`src/hw/rtl/acs_pkg.sv`:
```
// ----------------------------------------------------------------------------
// acs_pkg
// shared types, codes and helpers of the accumulator cpu step block
// ----------------------------------------------------------------------------
package acs_pkg;

    typedef enum logic [2:0] {
        OP_LOAD  = 3'd0,
        OP_AND   = 3'd1,
        OP_OR    = 3'd2,
        OP_XOR   = 3'd3,
        OP_ADD   = 3'd4,
        OP_SUB   = 3'd5,
        OP_STORE = 3'd6,
        OP_JUMP  = 3'd7
    } op_t;

    typedef enum logic [1:0] {
        SRC_OPERAND = 2'd0,
        SRC_RAM     = 2'd1,
        SRC_ACC     = 2'd2,
        SRC_INPUT   = 2'd3
    } src_t;

    // addressing modes
    localparam logic [2:0] MODE_D_AC    = 3'd0;
    localparam logic [2:0] MODE_X_AC    = 3'd1;
    localparam logic [2:0] MODE_YD_AC   = 3'd2;
    localparam logic [2:0] MODE_YX_AC   = 3'd3;
    localparam logic [2:0] MODE_D_X     = 3'd4;
    localparam logic [2:0] MODE_D_Y     = 3'd5;
    localparam logic [2:0] MODE_D_OUT   = 3'd6;
    localparam logic [2:0] MODE_YXI_OUT = 3'd7;

    localparam logic [15:0] PAGE_MASK  = 16'hff00;
    localparam logic [7:0]  OUT_RESET  = 8'h80;
    localparam logic [16:0] ROM_WORDS_RESET = 17'h10000;

    typedef struct packed {
        logic [7:0]  instr;
        logic [7:0]  operand;
        logic [15:0] pc;
        logic [7:0]  acc;
        logic [7:0]  x;
        logic [7:0]  y;
        logic [7:0]  outp;
    } cpu_state_t;

    typedef struct packed {
        logic [15:0] fetch_addr;
        logic [7:0]  acc;
        logic [7:0]  x;
        logic [7:0]  y;
        logic [7:0]  outp;
    } result_t;

    typedef struct packed {
        logic        en;
        logic [15:0] addr;
        logic [7:0]  data;
    } ram_write_t;

    // full 16-bit data address of an instruction before masking to the ram size
    function automatic logic [15:0] data_addr(input logic [7:0] ir, input logic [7:0] d,
                                              input logic [7:0] x, input logic [7:0] y);
        logic [7:0] hi;
        logic [7:0] lo;
        hi = 8'd0;
        lo = d;
        if (ir[7:5] != OP_JUMP) begin
            unique case (ir[4:2])
                MODE_X_AC:    lo = x;
                MODE_YD_AC:   hi = y;
                MODE_YX_AC,
                MODE_YXI_OUT: begin
                    lo = x;
                    hi = y;
                end
                default: ;
            endcase
        end
        return {hi, lo};
    endfunction

    function automatic logic [15:0] wrap_pc(input logic [15:0] p, input logic [16:0] words);
        return ({1'b0, p} >= words) ? 16'd0 : p;
    endfunction

endpackage

```
`src/hw/rtl/acs_exec.sv`:
```
// ----------------------------------------------------------------------------
// acs_exec
// decode, alu and branch logic of one cpu cycle
// ----------------------------------------------------------------------------
module acs_exec
    import acs_pkg::*;
(
    input  cpu_state_t  cur,
    input  logic [16:0] rom_words,
    input  logic [7:0]  rom_opcode,
    input  logic [7:0]  rom_operand,
    input  logic [7:0]  input_port,
    input  logic [7:0]  bus_float,
    input  logic [7:0]  ram_rdata,
    output cpu_state_t  nxt,
    output ram_write_t  ram_wr,
    output logic [15:0] next_rd_addr,
    output result_t     result
);

    op_t        op;
    src_t       src;
    logic [2:0] mode;
    logic       is_store;
    logic       is_jump;
    logic [15:0] pc;
    logic [7:0] bus;
    logic [7:0] alu;
    logic [1:0] cond;
    logic       taken;
    logic [1:0] dest; // 0 none, 1 ac, 2 x, 3 y handled below with out flag
    logic       dest_out;

    always_comb begin
        op       = op_t'(cur.instr[7:5]);
        mode     = cur.instr[4:2];
        src      = src_t'(cur.instr[1:0]);
        is_store = (op == OP_STORE);
        is_jump  = (op == OP_JUMP);
        pc       = wrap_pc(cur.pc, rom_words);

        unique case (src)
            SRC_OPERAND: bus = cur.operand;
            SRC_RAM:     bus = is_store ? bus_float : ram_rdata;
            SRC_ACC:     bus = cur.acc;
            SRC_INPUT:   bus = input_port;
            default:     bus = cur.operand;
        endcase

        unique case (op)
            OP_LOAD: alu = bus;
            OP_AND:  alu = cur.acc & bus;
            OP_OR:   alu = cur.acc | bus;
            OP_XOR:  alu = cur.acc ^ bus;
            OP_ADD:  alu = cur.acc + bus;
            OP_SUB:  alu = cur.acc - bus;
            default: alu = cur.acc;
        endcase

        dest     = 2'd0;
        dest_out = 1'b0;
        if (!is_jump) begin
            unique case (mode)
                MODE_D_X:                dest = 2'd2;
                MODE_D_Y:                dest = 2'd3;
                MODE_D_OUT, MODE_YXI_OUT: dest_out = !is_store;
                default:                 dest = is_store ? 2'd0 : 2'd1;
            endcase
        end

        nxt         = cur;
        nxt.instr   = rom_opcode;
        nxt.operand = rom_operand;
        if (!is_jump && mode == MODE_YXI_OUT) begin
            nxt.x = cur.x + 8'd1;
        end
        unique case (dest)
            2'd1:    nxt.acc = alu;
            2'd2:    nxt.x   = alu;
            2'd3:    nxt.y   = alu;
            default: ;
        endcase
        if (dest_out) begin
            nxt.outp = alu;
        end

        // branch condition: ac > 0, ac < 0, ac == 0
        cond  = (cur.acc == 8'd0) ? 2'd2 : {1'b0, cur.acc[7]};
        taken = mode[cond];
        if (is_jump && mode == MODE_D_AC) begin
            nxt.pc = {nxt.y, bus};
        end else if (is_jump && taken) begin
            nxt.pc = (pc & PAGE_MASK) | {8'd0, bus};
        end else begin
            nxt.pc = pc + 16'd1;
        end

        ram_wr.en   = is_store;
        ram_wr.addr = data_addr(cur.instr, cur.operand, cur.x, cur.y);
        ram_wr.data = bus;

        next_rd_addr = data_addr(nxt.instr, nxt.operand, nxt.x, nxt.y);

        result.fetch_addr = wrap_pc(nxt.pc, rom_words);
        result.acc        = nxt.acc;
        result.x          = nxt.x;
        result.y          = nxt.y;
        result.outp       = nxt.outp;
    end

endmodule

```
`config.mk`:
```
export PLATFORM = sky130hd
export DESIGN_NAME = acs_exec
export DESIGN_NICKNAME = d
export VERILOG_FILES = /design/src/hw/rtl/acs_pkg.sv /design/src/hw/rtl/acs_exec.sv
export SDC_FILE = /design/constraint.sdc
export NUM_CORES = 1
export LEC_CHECK = 0
export BUFFER_PORTS_ARGS = -buffer_cell sky130_fd_sc_hd__buf_2
export CAP_MARGIN = 30
export CORE_ASPECT_RATIO = 1.2
export CORE_MARGIN = 8
export CORE_UTILIZATION = 47
export DETAILED_ROUTE_END_ITERATION = 8
export PLACE_DENSITY_LB_ADDON = 0.05
export SLEW_MARGIN = 20
export SYNTH_ARGS = -nofsm -noshare
export SYNTH_HDL_FRONTEND = slang
export SYNTH_SLANG_ARGS = --single-unit
```
`constraint.sdc`:
```
create_clock -name vclk -period 13.75
set_input_delay 0.6875 -clock vclk [all_inputs]
set_output_delay 0.6875 -clock vclk [all_outputs]
set_load 0.02 [all_outputs]
```
==> summary.txt <==
Synthesis
  • Area leader, netlist: ha_1
  • Syn avg cell area: 7.04 um^2
  • Synth Warn #: 0
  • Sequential area share after synthesis: 0
  • Library cells used by synthesis: 68
  • Mapped Area: 4280 um^2
  • Synth top area share: 0.170
  • Gate Count Post-Synth: 608
  • Post-synthesis net count: 788
  • Top cells by area, synth: ha_1 17%, buf_4 8.8%, mux2_2 6.3%

Floorplanning
  • Initial core utilization: 0.479
  • I/O pin total: 274
  • Area of the core: 8940 um^2
  • Die Span X: 103 um
  • Row count: 38
  • Die Span Y: 121 um
  • Die footprint: 12400 um^2

Global routing
  • Vias in the first global route: 4942
  • Largest net degree at the start of global routing: 30
  • Initial antenna violation count: 0
  • Total GRT Usage: 0.256
  • First-pass GRT wire length: 25800 um
  • Total gr overflow: 0

Run status
  • Run status: finished, final reports clean

Placed design
  • Gp weighted congestion: 0.947
  • PortBufs: 270
  • DP HPWL: 15200 um

Hold path
  • Cell depth of the worst hold path: 0
  • HP Class: in -> out
  • Worst Hold Launch: rom_opcode[1]
  • Worst Hold End: nxt[57]

Cells and area
  • Final net count: 993
  • Layout area overhead: 24.0%
  • # clk buffers: 0
  • Reg area: 0 um^2
  • Seq cells: 0
  • Share of cells above drive strength 1: 0.418
  • Post-layout util: 0.594

STA
  • Max Clk Rate: 0.129 GHz
  • Fin crit period: 7760 ps
  • Final hold viol count: 0
  • Final setup fails: 0
  • Hold WS: 1380 ps
  • Fin crit share: 0.564
  • Final slew viol count: 0
  • Unrepaired setup endpoints after global routing: false
  • Slew headroom: 0.540
  • Worst-Margin Slew: 689 ps
  • Fin Setup TNS: 0 ps

CTS
  • Post-CTS setup buffers: 0
  • Hold Buf Count CTS: 0
  • Post_cts resized: 0

Drt
  • Residual DRC: 0
  • Routed wire length per instance: 18.6 um
  • Via Count: 5087
  • DR vias/cell: 5.46
  • DRT antenna net count: 0
  • Detailed Route WL: 17300 um
  • Iter 0 DRT Violations: 186
  • Drt pass-1 iters: 4

Pwr
  • Reg power frac: 0
  • Switching part of the total: 0.633
  • Peak VDD IR: 0.0433 mV
  • Leak Pwr: 2.98 nW
  • Gate power share: 1.000
  • Net Sw Power: 0.186 mW
  • Pwr Density: 55.3 nW/um^2
  • Final Power: 0.293 mW
  • Clk pwr share: 0
  • P_int: 0.108 mW

Critical path
  • WS Path Type: in -> out
  • Slowest CP cell: a211oi_2
  • Worst EP required: 13060 ps
  • Crit path max-delay family: compound AO/OA/AOI/OAI gates
  • Critical Path Most Common Cell: a21oi_1
  • Nature of the critical path endpoint: output port
  • Arrival time at the worst endpoint: 7070 ps
  • Worst-path fanout max: 29
  • CP bufs+invs: 5
  • Startpoint Class: input port
  • Delay of the slowest critical-path stage: 640 ps

Flow run
  • Max cap viols: 0
[routing by layer]
| layer | part of all wire | wire length (um) | track usage | vias to the layer above |
|---|---|---|---|---|
| met5 | 0 | 0 | 0 | - |
| met1 | 0.41 | 7040 | 0.312 | 2331 |
| met4 | 0.026 | 457 | 0.0698 | 0 |
| met2 | 0.49 | 8430 | 0.453 | 239 |
| li1 | - | - | - | 2491 |
| met3 | 0.080 | 1380 | 0.0316 | 26 |
[how the worst max path moves through the flow]
stage,endpoint,depth (start not counted),start,slack [ps]
2_1_floorplan,result[36],26,cur[61],7070
3_3_place_gp,result[34],26,cur[62],6150
4_1_cts,result[34],27,cur[62],5980
3_5_place_dp,result[34],27,cur[62],6010
6_report,result[34],27,cur[62],5990
5_1_grt,result[34],27,cur[62],5470
[kinds of logic after synthesis]
logic type | Yosys count | synth area share
xor gates and xnor gates | 34 | 0.0714
adders and majority gates | 59 | 0.174
muxes | 45 | 0.130
and+or+nand+nor | 197 | 0.223
AOI/OAI and AO/OA | 146 | 0.234
buffers and inverters | 127 | 0.168
[cell usage after synthesis (all sizes together) (2+ instances only)]
| master | n |
|---|---|
| o22ai | 9 |
| o21ai | 41 |
| nor4 | 3 |
| mux2 | 28 |
| nor2 | 64 |
| o221ai | 2 |
| a211o | 2 |
| and2 | 11 |
| xnor2 | 16 |
| o21a | 4 |
| xor2 | 18 |
| nand4 | 10 |
| a21o | 9 |
| buf | 64 |
| a31oi | 4 |
| a32oi | 2 |
| nand2 | 54 |
| a221oi | 3 |
| a22oi | 14 |
| a211oi | 5 |
| clkbuf | 6 |
| o211ai | 3 |
| nor2b | 14 |
| or3 | 4 |
| and3 | 5 |
| nand3 | 13 |
| nand2b | 4 |
| nor3 | 8 |
| nor3b | 2 |
| mux2i | 13 |
| ha | 58 |
| mux4 | 4 |
| inv | 57 |
| a21boi | 2 |
| a21oi | 40 |
[layout by cell type, fill, tap and decap left out, types with 3 or more instances in the layout]
master and count:
and3_1 4, buf_2 270, mux2_2 24, o22ai_2 5, nor2_1 63, a211oi_1 3, or3_1 3, nor2b_1 14
o21ai_2 6, inv_1 56, o21ai_1 4, o21a_1 4, xor2_1 18, nand3_1 13, a21oi_2 3, a31oi_1 3
mux4_2 4, xnor2_1 15, mux2i_1 12, o211ai_1 3, and2_1 11, a21oi_1 36, ha_1 58, nand2b_1 4
nand2_1 53, o21ai_0 31, mux2_4 4, a21o_1 9, a22oi_1 14, o22ai_1 4, nand4_1 10, nor3_1 6
[final cells by class]
cell class	count	area, um^2
tap	120	150
antenna	1	2.50
fill	932	3630
multi-input combinational	481	3560
timing repair buffer	273	1380
inverter	57	214
[power by group through the flow]
stage                     Sequential (mW)  Combinational, mW      Clock, mW
after CTS                               0              0.295              0
after global placement                  0              0.289              0
after global routing                    0              0.318              0
after floorplan                         0              0.207              0
after detailed placement                0              0.293              0
final                                   0              0.293  0.00000000973
[per-stage QoR]
step,worst slack (ps),cells,instance area (um^2)
after floorplan,7070,608,4280
after global placement,6150,930,5290
after detailed placement,6010,931,5300
after CTS,5980,931,5300
after global routing,5470,931,5300
final,5990,932,5310
Power figures use the tool's default switching activity.
